[config.mk]
export PLATFORM = sky130hd
export DESIGN_NAME = pdq_mul
export DESIGN_NICKNAME = d
export VERILOG_FILES = /design/src/design/pdq_mul.sv
export SDC_FILE = /design/constraint.sdc
export NUM_CORES = 2
export LEC_CHECK = 0
export ABC_AREA = 0
export BUFFER_PORTS_ARGS = -buffer_cell sky130_fd_sc_hd__buf_2
export CORE_MARGIN = 4
export CORE_UTILIZATION = 29
export DETAILED_ROUTE_END_ITERATION = 7
export PLACE_DENSITY_LB_ADDON = 0.3
export RECOVER_POWER = 50
export SLEW_MARGIN = 25
export SYNTH_ARGS = -nofsm -noshare
export SYNTH_HDL_FRONTEND = slang
export SYNTH_SLANG_ARGS = --single-unit
[constraint.sdc]
create_clock -name clk -period 10.1 [get_ports clk]
set_input_delay 0.505 -clock clk [delete_from_list [all_inputs] [get_ports clk]]
set_output_delay 0.505 -clock clk [all_outputs]
set_load 0.01 [all_outputs]
[src/design/pdq_mul.sv]
`default_nettype none

module pdq_mul (
  input  wire                clk,
  input  wire signed [32:0]  a,
  input  wire signed [32:0]  b,
  output logic signed [65:0] p_r
);

  always_ff @(posedge clk) begin
    p_r <= a * b;
  end

endmodule

`default_nettype wire

### Word level (Yosys, flattened, before mapping)

Index checks and enable logic that the tools add are counted.

* multipliers: 1

Operator list (number)
* $mul A33 B33 Y66: 1

* input port bits: 67
* word-level logic and storage cells: 2
* register bits: 66

### Logic depth before layout (Yosys ltp)

* depth in word-level cells: 1
* depth in mapped cells: 27
* depth with buffers taken out: 26

### Least setup slack after synthesis

OpenSTA, ideal clock, no wires.

* kind: in2reg
* start: input a[32]
* end: register p_r[62]
* arrival: 7.662 ns
* buffers on the path: 2
* required time: 10.021 ns
* slack: 2.359 ns
* library setup time: 0.079 ns
* cell stages on the path: 23
* cell sequence: clkbuf_1 -> nand2_1 -> inv_1 -> fa_1 -> fa_1 -> fa_1 -> fa_1 -> fa_1 -> fa_1 -> fa_1 -> inv_1 -> fa_1 -> inv_1 -> ha_1 -> clkbuf_1 -> and3_1 -> nand3_1 -> nand2b_1 -> a2111oi_4 -> a211oi_4 -> a21o_2 -> a21o_1 -> a211oi_2

* word-level cells in the longest chain between the ends: 1

RTL lines
* start, declared: line 5 `input wire signed [32:0] a,`
* $mul A33 B33 Y66: line 11 `p_r <= a * b;`
* end signal, assigned: line 11
* end, declared: line 7 `output logic signed [65:0] p_r`

No other way between the ends.

### Final worst setup path

* start: input b[9]
* end: register p_r[64]

* word-level cells in the longest chain between the ends: 1

RTL lines
* start, declared: line 6 `input wire signed [32:0] b,`
* $mul A33 B33 Y66: line 11

No other way between the ends.

==> impl_metrics.ini <==
[cts]
cts_htree_levels = 3
cts_tree = yes
cts_hold_buffers = 0
clk_path_buf_depth = 2
root_buffer = clkbuf_16
cts_sinks = 66
clk_pin_slew_ns = 0.08
cts_setup_buffers = 0
cts_buffers = 9
cts_resized = 0

[synthesis]
synth-main-ff-cell = dfxtp_1
yosys.area.top_type = fa_1
avgSynthCellArea_um2 = 9.39
ys_ff_latch = 66
syn_inst = 4338
yosysWarnings = 0
synth-compound-area-share_pct = 4.07
yosys.area_share.adder_pct = 62.9
synth-simple-area-share_pct = 15.8
yosysUniqueCellTypes = 80
synth_top_area_share_pct = 56.3
synth.area.mux_share_pct = 0
synthXorXnorAreaFrac_pct = 1.46
syn_nets = 5767
synth_top_family_by_area = adder cells
synth_edf_count = 0
seq_area_frac_synth_pct = 3.24
synth_most_common_cell = fa_1
ys_top_cells_by_area = fa_1 56%, inv_1 10%, and2_1 8.6%, ha_1 6.7%, nand2_1 5.1%
postSynth.asyncResetShare_pct = 0
syn_area_um2 = 40700
synth_commonest_cells = 1145 x fa_1, 1131 x inv_1, 562 x and2_1, 551 x nand2_1, 217 x ha_1

[finish]
area_growth_pct = 6.44
layout-drive-gt1-share_pct = 3.61
nets = 5722
largest_reg_flops = 66
top_regs = p_r (66)
top_register = p_r

[global_route]
met1_usage_pct = 22.2
grt_pass1_vias = 31200
globalRouteOverflowTotal = 0
track_usage_pct = 16.5
grtUsageMet3_pct = 2.83
grt_first_pass_wirelength_mm = 186
busiest_layer = met2
grt_max_degree = 34
grtUsageMet2_pct = 28.1
antenna_found_initial = 14

[die]
pin_count = 133
dieArea_um2 = 147000
core_area_um2 = 140000
die_w_um = 383
rows = 137
fp.dieH_um = 383
start_util_pct = 29.2

[drt]
post_drt_wl_per_cell_um = 18.6
drt_iter0_drc = 1291
antenna_left = 0
route.detailed.drc = 0
viasPerCell = 4.53
drt_wl_total_mm = 115
drtPass1Iterations = 5
vias = 28000

[placement]
gp_congestion = 0.888
dp_hpwl_mm = 96.6
io_buffers = 132

[timing]
finalHoldViolCount = 0
min_period_ns = 8.65
max-slew-margin-rel_pct = -9.06
period_share_pct = 85.6
rsz0062_at_grt = false
setup-violations-final = 0
maxSlewViolCount = 28
worst_pin_slew_ns = 1.64
tns_ns = 0
fmax_ghz = 0.116

[job]
maxCapViolations = 1

[critical_path]
critPathKind = input pin to register
startpoint = b[9]
cp.arrival_ns = 8.97
setup.worst_path.end_class = register
cp.required_ns = 10.42
startpoint_type = input pin
cp_max_fo = 33

[outcome]
violations = max-capacitance violations, max-slew violations
run_status = finished, violations left

[hold_path]
hold_depth = 2
holdPathEnd = p_r[0]
hp-class = input pin to register
min_from = b[0]
layout make-up:
| cell class | count | area [um^2] |
|---|---|---|
| clock inverters | 7 | 46.3 |
| repair buffers | 165 | 827 |
| flip-flops and latches | 66 | 1320 |
| diodes | 9 | 22.5 |
| well taps | 1876 | 2350 |
| multi-input cells | 2920 | 34300 |
| fillers | 14800 | 96200 |
| clock buffers | 9 | 225 |
| inverters | 1131 | 4250 |
metrics by stage:
stage               utilization [%]  hold WS (ns)  area, um^2  setup WS (ns)  cells
finish                         31.1         0.613       43400           1.45   6183
global route                   31.1         0.584       43300           1.17   6176
CTS                            31.1         0.563       43400           1.35   6174
detailed placement             30.9         0.898       43100          0.937   6158
global placement               30.9         0.900       43100           1.02   6158
floorplan                         -         0.632       40700           2.36   4338
cell families (layout without fill, tap and decap cells):
logic type	after synthesis	in the layout
adder cells (fa/ha/maj)	1362	1362
AO/OA/AOI/OAI	219	219
buffers and inverters	1352	1312
AND/OR/NAND/NOR	1271	1271
other	0	9
XOR/XNOR	68	68
flip-flops	66	66
placed cells by master, fill, tap and decap left out, types with 6 or more instances in the layout:
cell type / netlist / layout
o21a_1: 6 / 6
buf_4: 0 / 33
o21ai_0: 25 / 25
nor3_1: 7 / 7
diode_2: 0 / 9
nand4_1: 11 / 11
o21bai_1: 11 / 11
clkbuf_16: 0 / 9
inv_1: 1131 / 1131
clkbuf_1: 208 / 65
xnor2_1: 43 / 43
fa_1: 1145 / 1144
xor2_1: 25 / 25
and2_1: 562 / 561
nand2_1: 551 / 551
dfxtp_1: 66 / 66
nor2_1: 68 / 68
a211oi_1: 7 / 7
a211o_1: 6 / 6
a21oi_1: 57 / 56
a21o_1: 36 / 36
a31oi_1: 8 / 8
nand3_1: 25 / 25
ha_1: 217 / 217
buf_2: 11 / 67
nand2b_1: 12 / 12
o21ai_1: 6 / 6
how the worst max path moves through the flow:
stage,endpoint,slack [ns]
6_report,p_r[64],1.45
5_1_grt,p_r[64],1.17
4_1_cts,p_r[64],1.35
3_5_place_dp,p_r[64],0.94
3_3_place_gp,p_r[64],1.02
2_1_floorplan,p_r[62],2.36
metal layers:
metal	vias up	share of wire (%)
met5	-	0.029
met4	4	2.0
met3	115	5.3
met2	637	49
met1	15000	43
li1	12200	-
worst max-delay path, stage by stage:
cell	delay, ns
buf_2	0.80
nand2_1	0.31
fa_1	0.79
fa_1	0.50
fa_1	0.54
inv_1	0.05
fa_1	0.48
fa_1	0.63
fa_1	0.46
fa_1	0.49
inv_1	0.05
fa_1	0.47
inv_1	0.05
ha_1	0.45
nand3_1	0.24
nor2_1	0.32
nand2_1	0.15
nor3_1	0.69
o311ai_4	0.34
nand3_2	0.23
a211oi_1	0.11
a311oi_1	0.28
Power is not shown: default switching activity piles up to over one toggle a cycle in this logic, so the estimate is an artifact.
