[src/design/pdq_pkg.sv]
`default_nettype none

package pdq_pkg;

  localparam int DATA_WIDTH_DEF = 32;
  localparam int WORD_W         = 32;
  localparam int CFG_IDX_W      = 3;

  // current divider: |flux diff| (33 bits) << 20, padded to an even count
  localparam int NUM_SHIFT  = 20;
  localparam int DIV_BITS   = 54;
  localparam int DIV_STEPS  = DIV_BITS / 2;
  localparam int DIV_CNT_W  = $clog2(DIV_STEPS);

  typedef enum logic [CFG_IDX_W-1:0] {
    REG_RESISTANCE  = 3'd0,
    REG_IND_D       = 3'd1,
    REG_IND_Q       = 3'd2,
    REG_SAMPLE_TIME = 3'd3,
    REG_MAGNET_FLUX = 3'd4
  } cfg_reg_t;

  localparam logic [WORD_W-1:0] RESISTANCE_RST  = 32'd65536;
  localparam logic [WORD_W-1:0] INDUCTANCE_RST  = 32'd4294967;
  localparam logic [WORD_W-1:0] SAMPLE_TIME_RST = 32'd429497;
  localparam logic [WORD_W-1:0] MAGNET_FLUX_RST = 32'd0;

  typedef struct packed {
    logic signed [31:0] voltage_d;
    logic signed [31:0] voltage_q;
    logic signed [31:0] electrical_speed;
  } in_item_t;

  typedef struct packed {
    logic signed [31:0] current_d;
    logic signed [31:0] current_q;
    logic               saturated;
  } out_item_t;

  typedef struct packed {
    logic               start;
    logic signed [32:0] num;
    logic [31:0]        divisor;
  } div_req_t;

  typedef struct packed {
    logic               done;
    logic               sat;
    logic signed [31:0] value;
  } div_res_t;

  typedef struct packed {
    logic               sat;
    logic signed [31:0] value;
  } sat_res_t;

  // clamp a 64-bit value to the signed range of sbits bits (sbits <= 32)
  function automatic sat_res_t sat_clamp(input logic signed [63:0] x, input int sbits);
    logic signed [63:0] hi;
    logic signed [63:0] lo;
    sat_res_t           r;
    hi = (64'sd1 <<< (sbits - 1)) - 64'sd1;
    lo = -hi - 64'sd1;
    if (x > hi) begin
      r.sat   = 1'b1;
      r.value = hi[31:0];
    end else if (x < lo) begin
      r.sat   = 1'b1;
      r.value = lo[31:0];
    end else begin
      r.sat   = 1'b0;
      r.value = x[31:0];
    end
    return r;
  endfunction

endpackage

`default_nettype wire

[src/design/pdq_div.sv]
`default_nettype none

module pdq_div #(
  parameter int DATA_WIDTH = pdq_pkg::DATA_WIDTH_DEF
) (
  input  wire                 clk,
  input  wire                 rst_n,
  input  wire pdq_pkg::div_req_t req,
  output pdq_pkg::div_res_t   res
);
  import pdq_pkg::*;

  localparam int SatBits = (DATA_WIDTH > 32) ? 32 : DATA_WIDTH;

  logic                 busy_r;
  logic                 done_r;
  logic                 neg_r;
  logic                 zero_r;
  logic [DIV_CNT_W-1:0] cnt_r;
  logic [31:0]          dvs_r;
  logic [31:0]          rem_r;
  logic [DIV_BITS-1:0]  quo_r;

  logic [32:0]          mag;
  logic [DIV_BITS-1:0]  num_init;
  logic [32:0]          t1;
  logic [32:0]          t2;
  logic [31:0]          r1;
  logic [31:0]          rem_nxt;
  logic                 q1;
  logic                 q0;
  logic signed [63:0]   sq;
  sat_res_t             cl;

  assign mag      = req.num[32] ? 33'(-req.num) : 33'(req.num);
  assign num_init = {1'b0, mag, {NUM_SHIFT{1'b0}}};

  // two restoring steps a cycle; dividend bits leave at the top, quotient bits enter below
  always_comb begin
    t1 = {rem_r, quo_r[DIV_BITS-1]};
    if (t1 >= {1'b0, dvs_r}) begin
      r1 = 32'(t1 - {1'b0, dvs_r});
      q1 = 1'b1;
    end else begin
      r1 = t1[31:0];
      q1 = 1'b0;
    end
    t2 = {r1, quo_r[DIV_BITS-2]};
    if (t2 >= {1'b0, dvs_r}) begin
      rem_nxt = 32'(t2 - {1'b0, dvs_r});
      q0      = 1'b1;
    end else begin
      rem_nxt = t2[31:0];
      q0      = 1'b0;
    end
  end

  always_ff @(posedge clk) begin
    if (!rst_n) begin
      busy_r <= 1'b0;
      done_r <= 1'b0;
      cnt_r  <= '0;
    end else begin
      done_r <= 1'b0;
      if (req.start) begin
        busy_r <= 1'b1;
        cnt_r  <= '0;
      end else if (busy_r) begin
        cnt_r <= cnt_r + 1'b1;
        if (cnt_r == DIV_CNT_W'(DIV_STEPS - 1)) begin
          busy_r <= 1'b0;
          done_r <= 1'b1;
        end
      end
    end
  end

  always_ff @(posedge clk) begin
    if (req.start) begin
      quo_r  <= num_init;
      rem_r  <= '0;
      dvs_r  <= req.divisor;
      neg_r  <= req.num[32];
      zero_r <= (mag == 33'd0);
    end else if (busy_r) begin
      quo_r <= {quo_r[DIV_BITS-3:0], q1, q0};
      rem_r <= rem_nxt;
    end
  end

  // zero divisor leaves an all-ones quotient, which clamps with the right sign
  always_comb begin
    sq = neg_r ? -$signed({{(64-DIV_BITS){1'b0}}, quo_r})
               :  $signed({{(64-DIV_BITS){1'b0}}, quo_r});
    cl = sat_clamp(sq, SatBits);
    res.done  = done_r;
    res.sat   = !zero_r && cl.sat;
    res.value = zero_r ? 32'sd0 : cl.value;
  end

  a_start_loads : assert property (@(posedge clk) disable iff (!rst_n)
    req.start |=> busy_r && (cnt_r == '0))
    else $error("divider did not start");

  a_done_idle : assert property (@(posedge clk) disable iff (!rst_n)
    done_r |-> !busy_r)
    else $error("divider done while busy");

  a_cnt_range : assert property (@(posedge clk) disable iff (!rst_n)
    busy_r |-> (cnt_r < DIV_CNT_W'(DIV_STEPS)))
    else $error("divider step count out of range");

endmodule

`default_nettype wire

[config.mk]
export PLATFORM = sky130hd
export DESIGN_NAME = pdq_div
export DESIGN_NICKNAME = d
export VERILOG_FILES = /design/src/design/pdq_pkg.sv /design/src/design/pdq_div.sv
export SDC_FILE = /design/constraint.sdc
export NUM_CORES = 1
export LEC_CHECK = 0
export BUFFER_PORTS_ARGS = -buffer_cell sky130_fd_sc_hd__buf_4
export CAP_MARGIN = 20
export CORE_MARGIN = 4
export CORE_UTILIZATION = 45
export CTS_CLUSTER_DIAMETER = 200
export DETAILED_ROUTE_END_ITERATION = 10
export HOLD_SLACK_MARGIN = 0.08
export SLEW_MARGIN = 20
export SYNTH_ARGS = -nofsm -noshare
export SYNTH_HDL_FRONTEND = slang
export SYNTH_SLANG_ARGS = --single-unit
[constraint.sdc]
create_clock -name clk -period 11.23 [get_ports clk]
set_input_delay 1.123 -clock clk [delete_from_list [all_inputs] [get_ports clk]]
set_output_delay 1.123 -clock clk [all_outputs]
set_load 0.02 [all_outputs]
Word-level counts from Yosys, hierarchy flattened

Cells that the tools add are included.

Logic and storage cells: 42
Bits in registers: 127
Output and inout port bits: 34

Bitwise operators: 2
$lt $le $gt $ge: 4
Reduce and logical (&&, ||, !) cells: 6
Mux-type cells: 15
Add/sub/neg operators: 5
Equality and inequality tests: 1

Operators with widths:

| kind                   | number |
|---|---|
| $mux W53               | 2 |
| $mux W33               | 3 |
| $mux W32               | 3 |
| $ge A33 B32 Y1         | 2 |
| $gt A64 B32 Y1 const B | 1 |
| $lt A64 B32 Y1 const B | 1 |
| $mux W64               | 1 |
| $neg A54 Y64           | 1 |
| $sub A32 B32 Y32       | 2 |
| $logic_not A33 Y1      | 1 |
| $neg A33 Y33           | 1 |
| $mux W1                | 6 |
| $add A5 B1 Y5 const B  | 1 |
| $eq A5 B5 Y1 const B   | 1 |
| $reduce_or A3 Y1       | 1 |
| $not A1 Y1             | 2 |
| $reduce_bool A2 Y1     | 1 |
| $reduce_or A2 Y1       | 1 |
| $logic_and A1 B1 Y1    | 1 |
| $logic_not A1 Y1       | 1 |

Depth between registers and ports, before layout

Gate-level depths: netlist of run 1.

Depth after elaboration: 6
Mapped depth: 27
Depth with buffers taken out: 23

Worst setup path after synthesis of run 1

Ideal clock, no wire load.

Kind: register -> register
From: register dvs_r[12]
To: register rem_r[19]
Stages on the path, launching flop included: 26
Buffers on the path: 5
Arrival: 6.159 ns
Slack: 4.986 ns
Cells stage by stage: edfxtp_1 > inv_1 > ha_1 > clkbuf_1 > a21oi_1 > o21a_1 > inv_1 > o31a_1 > o41ai_1 > o21ai_0 > clkbuf_1 > clkbuf_1 > a21oi_1 > ha_1 > nor2b_1 > o21bai_1 > and3_1 > o211ai_1 > o31ai_1 > o211ai_1 > a221o_1 > or2_2 > buf_4 > buf_2 > mux2i_1 > a211oi_1

Longest elaborated chain between the ends: 4
Elaborated cells on any way between the ends: 6

RTL lines:

| what                                                      | RTL line                     | text |
|---|---|---|
| start: declaration                                        | pdq_div.sv:20                | `logic [31:0] dvs_r;` |
| start signal: assignment                                  | pdq_div.sv:82                | `dvs_r <= req.divisor;` |
| $sub A32 B32 Y32 / $ge A33 B32 Y1 (equally long branches) | pdq_div.sv:42, pdq_div.sv:41 |  |
| $mux W32                                                  | pdq_div.sv:41                | `if (t1 >= {1'b0, dvs_r}) begin` |
| $sub A32 B32 Y32 / $ge A33 B32 Y1 (equally long branches) | pdq_div.sv:50, pdq_div.sv:49 |  |
| $mux W32 (*)                                              | pdq_div.sv:49                | `if (t2 >= {1'b0, dvs_r}) begin` |
| end signal: assignment                                    | pdq_div.sv:87                | `rem_r <= rem_nxt;` |
| end: declaration                                          | pdq_div.sv:21                | `logic [31:0] rem_r;` |

Every way passes the cells marked *; elsewhere a longest branch is shown, timed or not.
A chain may end at the register's enable or synchronous reset.

Worst setup path after layout of run 1

From: register dvs_r[2]
To: register rem_r[0]

Longest elaborated chain between the ends: 4
Elaborated cells on any way between the ends: 5

RTL lines:

| what                                                      | RTL line |
|---|---|
| $sub A32 B32 Y32 / $ge A33 B32 Y1 (equally long branches) | pdq_div.sv:42, pdq_div.sv:41 |
| $mux W32                                                  | pdq_div.sv:41 |
| $ge A33 B32 Y1 (*)                                        | pdq_div.sv:49 |
| $mux W32 (*)                                              | pdq_div.sv:49 |

Marks and branches as above.

==> out/metrics.cfg, run 1 <==
[worst_setup_path]
cp-start-kind=flop
end_kind=flop
worst-path-stages=21
r2r_cells=21
critPathRequiredTime_ps=11570
cp_common_cell=o21ai_0
path_delay_family=compound AO/OA/AOI/OAI gates
critPathBufInv=2
path_class=reg -> reg
path_max_fanout=12
critPathSlowestCell=o41ai_1
path_cells=inv_1, ha_1, o21ai_0, a21oi_1, o31a_1, o31a_1, o41ai_1, o21a_1, o21ai_0, ha_1, a21oi_1, o21ai_0, a2111oi_0, o21ai_0, o211ai_1, o211ai_1, a221o_1, nor2_1, buf_4, mux2_2, a211oi_1
cp.arrival_ps=7330
cpPeakStageDelay_ps=890

[clocking]
cts.sinks=127
holdBufCountCts=0
clkTransAtPathRegs_ps=60
cts-htree-levels=4
post_cts_buffers=0
cts-buffers-inserted=17
clock_path_buffers=2
cts_root_buf=clkbuf_16
insertion_delay_ps=430
cts_tree=done
cts_resized=0

[timing]
maxSlewViolCount=0
setup_tns_ps=0
final.setup_skew_ps=14.1
hold_violations=0
setup_viol=0
setup_ws_ps=4240
min_period_over_period=0.622
finalWorstPathRequiredPeriod_ps=6990
tightestPinTransition_ps=1010
rsz0062_at_grt=false
slew_headroom=0.315
fmax_ghz=0.143

[logic_synthesis]
yosys_warnings=0
synth_top_area_share=0.171
synth_nets=1567
synthTopCellsByArea=edfxtp_1 (17%), dfxtp_1 (10%), ha_1 (7.4%)
seq_area_frac_synth=0.274
synth-seq-cells=127
syn_area_um2=11700
synth_top_area_cell=edfxtp_1
async_flop_share=0
synth_edf_count=67
synth.avg_cell_area_um2=8.22
yosys-top-cells-count=nor2_1 (127), a21oi_1 (110), nand2_1 (110), o21ai_0 (89), xnor2_1 (83)
synth_ff_type=edfxtp_1
synth_most_common_cell=nor2_1
netlist_instances=1428
synth.distinct_cells=79

[power_and_ir_drop]
power_density_nw_per_um2=220
p_leak_nw=5.27
peakVddDrop_mv=0.114

[floorplanning]
start_util=0.462
io_pins=102
fp.dieW_um=170
die_h_um=170
row_count=58
coreArea_um2=25400
die-area_um2=28700

[placement]
portBuffers=101
gp_congestion=0.926
dp_slack_ps=4240
dpl.hpwl_um=25800

[layout]
layout-drive-gt1-share=0.135
layout.nets=1615
insertedDiodeCount=0
syn2layout_area_growth_pct=12.7

[grt]
antenna_found_initial=0
grt_max_degree=68
overflow=0
grt_pass1_wl_um=54500
grt_pass1_vias=10100
track_usage=0.233

[route]
detail_route.wl_per_cell_um=18.8
drcViolationCount=0
drt_iter0_markers=919
dr.pass1.iters=5
vias=10800
via_per_inst=5.94
ant_nets=0
routed_wl_um=34300

[hold_path]
worstHoldPathCells=2
min_path_type=reg -> reg

[run]
drv_cap=0

[run_status]
run_status=complete, no violations

==> cell usage in the layout (no fill, tap or decap), types with 13 or more instances in the layout <==
master     netlist  final
nand2b_1        17     17
nor2_1         127    126
dfxtp_1         60     59
nand3_1         27     27
o31ai_1         18     18
o21a_1          14     14
clkbuf_16        0     17
xor2_1          69     69
xnor2_1         83     83
edfxtp_1        67     67
nor4_1          15     15
mux2i_1         44     44
a21o_1          19     19
or4_1           18     18
inv_1           64     64
nand2_1        110    110
or3_1           26     26
nor3_1          30     30
a22o_1          28     28
a21oi_2         21     21
o21bai_1        13     13
nand4_1         20     20
o21ai_0         89     88
ha_1            69     69
a211oi_1        30     30
buf_4            4    113
o41ai_1         19     19
a21oi_1        110    110
==> metrics by stage <==
step	utilization	hold slack [ps]	cell area (um^2)	std cells	power, mW
2_1_floorplan	-	447	11700	1428	1.90
3_3_place_gp	0.498	471	12600	1787	2.32
3_5_place_dp	0.498	473	12600	1787	2.32
4_1_cts	0.521	483	13200	1819	2.90
5_1_grt	0.521	512	13200	1819	3.13
6_report	0.521	479	13200	1819	2.91
==> cell families (layout without fill, tap and decap cells) <==
logic type | count (synthesis) | count (layout) | share of synthesized area
AO/OA/AOI/OAI | 418 | 418 | 0.237
XOR/XNOR | 152 | 152 | 0.113
adder cells (fa/ha/maj) | 71 | 71 | 0.0769
buffers and inverters | 148 | 209 | 0.0525
flip-flops | 127 | 127 | 0.274
multiplexers | 50 | 50 | 0.0433
AND/OR/NAND/NOR | 462 | 462 | 0.203
==> flip-flops by register name, indices dropped and copies added (netlist names) <==
signal  cells
rem_r      32
busy_r      1
cnt_r       5
zero_r      1
done_r      1
neg_r       1
quo_r      54
dvs_r      32
==> layer usage <==
metal	vias up	track usage	part of all wire
met4	0	0.0483	0.016
li1	5356	-	-
met3	39	0.0317	0.059
met5	-	0	0
met2	315	0.353	0.42
met1	5086	0.355	0.50
==> final timing paths <==
check / startpoint / to / slack, ps
worst min register to register: rem_r[2] / rem_r[2] / 480
worst max register to register: dvs_r[2] / rem_r[0] / 4240
worst min-delay path: rem_r[2] / rem_r[2] / 480
worst max-delay path: dvs_r[2] / rem_r[0] / 4240
==> report_power, final <==
group | total [mW] | internal (mW) | switching (mW)
logic | 1.72 | 0.692 | 1.03
clock network | 0.565 | 0.330 | 0.235
registers | 0.619 | 0.555 | 0.0649
==> cell type report <==
type                    instances  area [um^2]
clock inverters                14          158
well taps                     330          413
clock buffers                  18          429
flip-flops and latches        127         3220
fillers                      2460        12200
multi-input cells            1153         7920
repair buffers                113          848
inverters                      64          240
==> worst reg2reg max path: stages (launching register included) <==
cell and delay [ps]:
edfxtp_1 360, inv_1 100, ha_1 290, o21ai_0 180, a21oi_1 80, o31a_1 300, o31a_1 330, o41ai_1 890
o21a_1 660, o21ai_0 260, ha_1 290, a21oi_1 260, o21ai_0 200, a2111oi_0 430, o21ai_0 150, o211ai_1 180
o211ai_1 190, a221o_1 400, nor2_1 520, buf_4 280, mux2_2 340, a211oi_1 210
(Power assumes the default switching activity.)
==> run 2: changes to the inputs <==
--- a/config.mk
+++ b/config.mk
@@ -12,6 +12,7 @@
 export CTS_CLUSTER_DIAMETER = 200
 export DETAILED_ROUTE_END_ITERATION = 10
 export HOLD_SLACK_MARGIN = 0.08
+export PLACE_DENSITY = 0.65
 export SLEW_MARGIN = 20
 export SYNTH_ARGS = -nofsm -noshare
 export SYNTH_HDL_FRONTEND = slang
==> constraint.sdc (replaced) <==
create_clock -name clk -period 5.6 [get_ports clk]
set_input_delay 0.56 -clock clk [delete_from_list [all_inputs] [get_ports clk]]
set_output_delay 0.56 -clock clk [all_outputs]
set_load 0.02 [all_outputs]
==> out/metrics.cfg, run 2 (synthesized netlist as in run 1, its figures left out) <==
[timing]
tightestPinTransition_ps=943  ; was 1010 ps
rsz0062_at_grt=true  ; was false
setup_ws_ps=140  ; was 4240 ps
hold_violations=0  ; unchanged
fmax_ghz=0.183  ; was 0.143 GHz
final.setup_skew_ps=9.18  ; was 14.1 ps
maxSlewViolCount=0  ; unchanged
finalWorstPathRequiredPeriod_ps=5460  ; was 6990 ps
setup_viol=0  ; unchanged
fin_hold_ws_ps=307  ; was 479 ps
min_period_over_period=0.975  ; was 0.622
slew_headroom=0.366  ; was 0.315
setup_tns_ps=0  ; unchanged

[layout]
largest_registers=quo_r: 54 flops, dvs_r: 32 flops, rem_r: 32 flops  ; unchanged
final_cell_area_um2=14100  ; was 13200 um^2
final_cell_mix=buf_4 (176), nor2_1 (121), nand2_1 (110)  ; was nor2_1 (126), buf_4 (113), a21oi_1 (110), nand2_1 (110), o21ai_0 (88)
layout.nets=1684  ; was 1615
final_common_cell=buf_4  ; was nor2_1
syn2layout_area_growth_pct=20.0  ; was 12.7%
largest_reg_flops=54  ; unchanged
layout-drive-gt1-share=0.205  ; was 0.135
fillers=2366  ; was 2460
insertedDiodeCount=0  ; unchanged
largest_register=quo_r  ; unchanged

[grt]
grt-busiest-layer=met2  ; was met1
antenna_found_initial=0  ; unchanged
grt_max_degree=59  ; was 68
grt_use_met2=0.363  ; was 0.353
grt_pass1_vias=10600  ; was 10100
overflow=0  ; unchanged
grt_pass1_wl_um=56200  ; was 54500 um
track_usage=0.239  ; was 0.233
use_met1=0.355  ; about the same
gr-usage-met3=0.0359  ; was 0.0317

[clocking]
holdBufCountCts=0  ; unchanged
insertion_delay_ps=420  ; was 430 ps
cts.sinks=127  ; unchanged
cts-buffers-inserted=17  ; unchanged
clkTransAtPathRegs_ps=70  ; was 60 ps
cts_tree=done  ; unchanged
cts_root_buf=clkbuf_16  ; unchanged
clock_path_buffers=2  ; unchanged
cts-htree-levels=4  ; unchanged

[worst_setup_path]
path_class=reg -> reg  ; unchanged
cp-start-kind=flop  ; unchanged
end_kind=flop  ; unchanged
path_max_fanout=13  ; was 12
cp.arrival_ps=5800  ; was 7330 ps
critPathRequiredTime_ps=5940  ; was 11570 ps

[floorplanning]
die_h_um=170  ; unchanged
io_pins=102  ; unchanged
fp.dieW_um=170  ; unchanged
coreArea_um2=25400  ; unchanged
start_util=0.462  ; unchanged
die-area_um2=28700  ; unchanged
row_count=58  ; unchanged

[placement]
dp_slack_ps=-114  ; was 4240 ps
gp_congestion=0.943  ; was 0.926
dpl.hpwl_um=26800  ; was 25800 um
portBuffers=101  ; unchanged
place_area_um2=13100  ; was 12600 um^2

[route]
drcViolationCount=0  ; unchanged
detail_route.wl_per_cell_um=18.9  ; was 18.8 um
via_per_inst=6.05  ; was 5.94
ant_nets=0  ; unchanged
dr.pass1.iters=5  ; unchanged
vias=11400  ; was 10800
drt_iter0_markers=964  ; was 919
routed_wl_um=35700  ; was 34300 um

[power_and_ir_drop]
peakVddDrop_mv=0.290  ; was 0.114 mV
p_leak_nw=5.69  ; was 5.27 nW
power_density_nw_per_um2=459  ; was 220 nW/um^2
total_power_mw=6.47  ; was 2.91 mW

[hold_path]
min_path_type=in -> reg  ; was reg -> reg

[run]
drv_cap=0  ; unchanged

[run_status]
run_status=complete, no violations  ; unchanged

## run 2: final cells by class
cell class,instances,area [um^2],area share
repair buffers,181,1400,0.0993
flip-flops and latches,127,3210,0.228
multi-input cells,1154,8230,0.584
clock buffers,17,425,0.0302
clock inverters,15,173,0.0123
inverters,64,240,0.0170
well taps,330,413,0.0293
## run 2: timing repair
item,CTS,global route
cloned,0,1
pin swaps,9,22
endpoints found under the setup margin,27,64
gates resized for setup,8,55
buffers inserted,7,10
## run 2: through the flow
stage | instances | util
floorplan | 1428 | -
global placement | 1837 | 0.514
detailed placement | 1837 | 0.514
CTS | 1876 | 0.541
global route | 1888 | 0.555
finish | 1888 | 0.555
## run 2: where the power goes
| group | internal, mW | switching, mW | leakage (nW) |
|---|---|---|---|
| clock | 0.672 | 0.493 | 0.292 |
| sequential | 1.11 | 0.143 | 1.17 |
| combinational | 1.78 | 2.27 | 4.22 |
## run 2: path summary, 6_finish.rpt
path	start	endpoint	slack, ps	cells after the start
worst max-delay path	dvs_r[11]	rem_r[9]	140	22
worst min-delay path	req[17]	dvs_r[17]	310	1
worst max register to register	dvs_r[11]	rem_r[9]	140	22
worst min register to register	rem_r[10]	rem_r[10]	480	2
## run 2: per-layer routing
| metal | share of wire | up-vias |
|---|---|---|
| met2 | 0.44 | 465 |
| met1 | 0.47 | 5417 |
| met5 | 0 | - |
| met3 | 0.072 | 54 |
| met4 | 0.019 | 0 |
| li1 | - | 5489 |
## run 2: worst max-delay path, cell delays in order (launching register included)
cell and delay (ps):
edfxtp_1 330, inv_1 60, ha_1 470, nand2_1 80, o21a_1 240, a211oi_1 310, o31a_1 310, o41ai_4 130
o21ai_4 240, buf_12 180, mux2_2 350, ha_1 220, a21oi_2 170, o21ai_2 100, a2111oi_2 310, o21ai_1 120
o211ai_1 210, o211ai_1 190, a221o_1 410, or2_2 330, buf_4 200, mux2i_2 160, a211oi_2 220
==> run 3: changes to the inputs <==
--- a/config.mk
+++ b/config.mk
@@ -11,9 +11,10 @@
 export CORE_UTILIZATION = 45
 export CTS_CLUSTER_DIAMETER = 200
 export DETAILED_ROUTE_END_ITERATION = 10
+export GPL_TIMING_DRIVEN = 0
 export HOLD_SLACK_MARGIN = 0.08
 export PLACE_DENSITY = 0.65
-export SLEW_MARGIN = 20
+export SLEW_MARGIN = 10
 export SYNTH_ARGS = -nofsm -noshare
 export SYNTH_HDL_FRONTEND = slang
 export SYNTH_SLANG_ARGS = --single-unit
==> out/metrics.cfg, run 3 (synthesized netlist as in run 1, its figures left out) <==
[layout]
largest_reg_flops=54  ; unchanged
fillers=2290  ; was 2366
final_cell_mix=buf_4 (151), nor2_1 (117), nand2_1 (107)  ; was buf_4 (176), nor2_1 (121), nand2_1 (110)
finish.utilization=0.577  ; was 0.555
insertedDiodeCount=0  ; unchanged
syn2layout_area_growth_pct=24.9  ; was 20.0%
layout-drive-gt1-share=0.233  ; was 0.205
largest_registers=quo_r: 54 flops, dvs_r: 32 flops, rem_r: 32 flops  ; unchanged
layout.nets=1724  ; was 1684
largest_register=quo_r  ; unchanged
final_common_cell=buf_4  ; unchanged

[clocking]
clkTransAtPathRegs_ps=70  ; about the same
cts_root_buf=clkbuf_16  ; unchanged
clock_path_buffers=2  ; unchanged
cts.sinks=127  ; unchanged
insertion_delay_ps=440  ; was 420 ps
cts-htree-levels=4  ; unchanged
cts_tree=done  ; unchanged
cts-buffers-inserted=17  ; unchanged

[route]
dr.pass1.iters=8  ; was 5
vias=11800  ; was 11400
detail_route.wl_per_cell_um=20.4  ; was 18.9 um
drcViolationCount=0  ; unchanged
via_per_inst=6.14  ; was 6.05
drt_iter0_markers=1185  ; was 964
ant_nets=0  ; unchanged
routed_wl_um=39300  ; was 35700 um

[worst_setup_path]
cpPeakStageDelay_ps=430  ; was 470 ps
regToRegSetupSlack_ps=30  ; was 140 ps
critPathSlowestCell=a221o_1  ; was ha_1
r2r_cells=25  ; was 22
critPathRequiredTime_ps=5950  ; was 5940 ps
cp-start-kind=flop  ; unchanged
path_class=reg -> reg  ; unchanged
critPathBufInv=8  ; was 3
cp.arrival_ps=5920  ; was 5800 ps
path_max_fanout=10  ; was 13
critPathCapture=rem_r[17]  ; was rem_r[9]
path_delay_family=compound AO/OA/AOI/OAI gates  ; unchanged
crit_start=dvs_r[2]  ; was dvs_r[11]
r2r_end=rem_r[17]  ; was rem_r[9]
end_kind=flop  ; unchanged
timing.rr.start=dvs_r[2]  ; was dvs_r[11]
worst-path-stages=25  ; was 22

[floorplanning]
io_pins=102  ; unchanged
fp.dieW_um=170  ; unchanged
row_count=58  ; unchanged
die_h_um=170  ; unchanged
coreArea_um2=25400  ; unchanged
die-area_um2=28700  ; unchanged
start_util=0.462  ; unchanged

[grt]
grt_max_degree=37  ; was 59
grt_pass1_vias=11000  ; was 10600
grt_pass1_wl_um=60500  ; was 56200 um
track_usage=0.261  ; was 0.239
antenna_found_initial=0  ; unchanged
overflow=0  ; unchanged

[timing]
min_period_over_period=0.995  ; was 0.975
setup_tns_ps=0  ; unchanged
tightestPinTransition_ps=928  ; was 943 ps
finalWorstPathRequiredPeriod_ps=5570  ; was 5460 ps
setup_viol=0  ; unchanged
hold_violations=0  ; unchanged
rsz0062_at_grt=true  ; unchanged
maxSlewViolCount=0  ; unchanged
final.setup_skew_ps=14.3  ; was 9.18 ps
slew_headroom=0.381  ; was 0.366
fmax_ghz=0.179  ; was 0.183 GHz

[power_and_ir_drop]
power_density_nw_per_um2=472  ; was 459 nW/um^2
p_leak_nw=5.73  ; was 5.69 nW
total_power_mw=6.91  ; was 6.47 mW
peakVddDrop_mv=0.238  ; was 0.290 mV

[hold_path]
min_path_type=in -> reg  ; unchanged

[placement]
gp_congestion=0.970  ; was 0.943
dpl.hpwl_um=28300  ; was 26800 um
portBuffers=101  ; unchanged

[run_status]
run_status=complete, no violations  ; unchanged

[run]
drv_cap=0  ; unchanged

-- run 3: layout make-up --
class,instances,area [um^2],area share
multi-input combinational,1153,8590,0.586
sequential,127,3210,0.219
timing repair buffer,154,1220,0.0831
clock buffer,19,454,0.0310
buffer,68,422,0.0288
tap,330,413,0.0282
inverter,64,240,0.0164
clock inverter,13,106,0.00725
-- run 3: repair_timing --
| item | 4_1_cts | 5_1_grt |
|---|---|---|
| pin swaps | 22 | 39 |
| endpoints found under the setup margin | 33 | 57 |
| setup buffers | 34 | 19 |
| resized for setup | 89 | 95 |
| cloned | 1 | 0 |
| endpoints found under the hold margin | 0 | 0 |
| hold buffers | 0 | 0 |
-- run 3: per-stage QoR --
stage,hold slack [ps],setup WS (ps),cells,instance area [um^2]
2_1_floorplan,447,35.6,1428,11800
3_3_place_gp,468,-2090,1859,13000
3_5_place_dp,474,-2180,1860,13000
4_1_cts,279,-2.89,1916,14200
5_1_grt,283,-121,1928,14700
6_report,288,26.7,1928,14700
-- run 3: layer usage --
metal  up-vias  track usage  part of all wire
li1       5580            -                 -
met1      5652        0.375              0.45
met2       526        0.401              0.44
met3        88       0.0429             0.085
met4         0       0.0889             0.029
met5         -            0                 0
-- run 3: worst min path at each step --
stage | from | slack [ps] | cells past startpoint | to
5_1_grt | req[24] | 280 | 1 | dvs_r[24]
6_report | req[22] | 290 | 1 | dvs_r[22]
2_1_floorplan | rem_r[18] | 450 | 2 | rem_r[18]
3_5_place_dp | rem_r[18] | 470 | 2 | rem_r[18]
3_3_place_gp | rem_r[23] | 470 | 2 | rem_r[23]
4_1_cts | req[20] | 280 | 1 | dvs_r[20]
-- run 3: report_power, final --
| group | internal, mW | switching, mW |
|---|---|---|
| registers | 1.11 | 0.133 |
| clock network | 0.600 | 0.475 |
| logic | 2.05 | 2.54 |
| total | 3.76 | 3.15 |
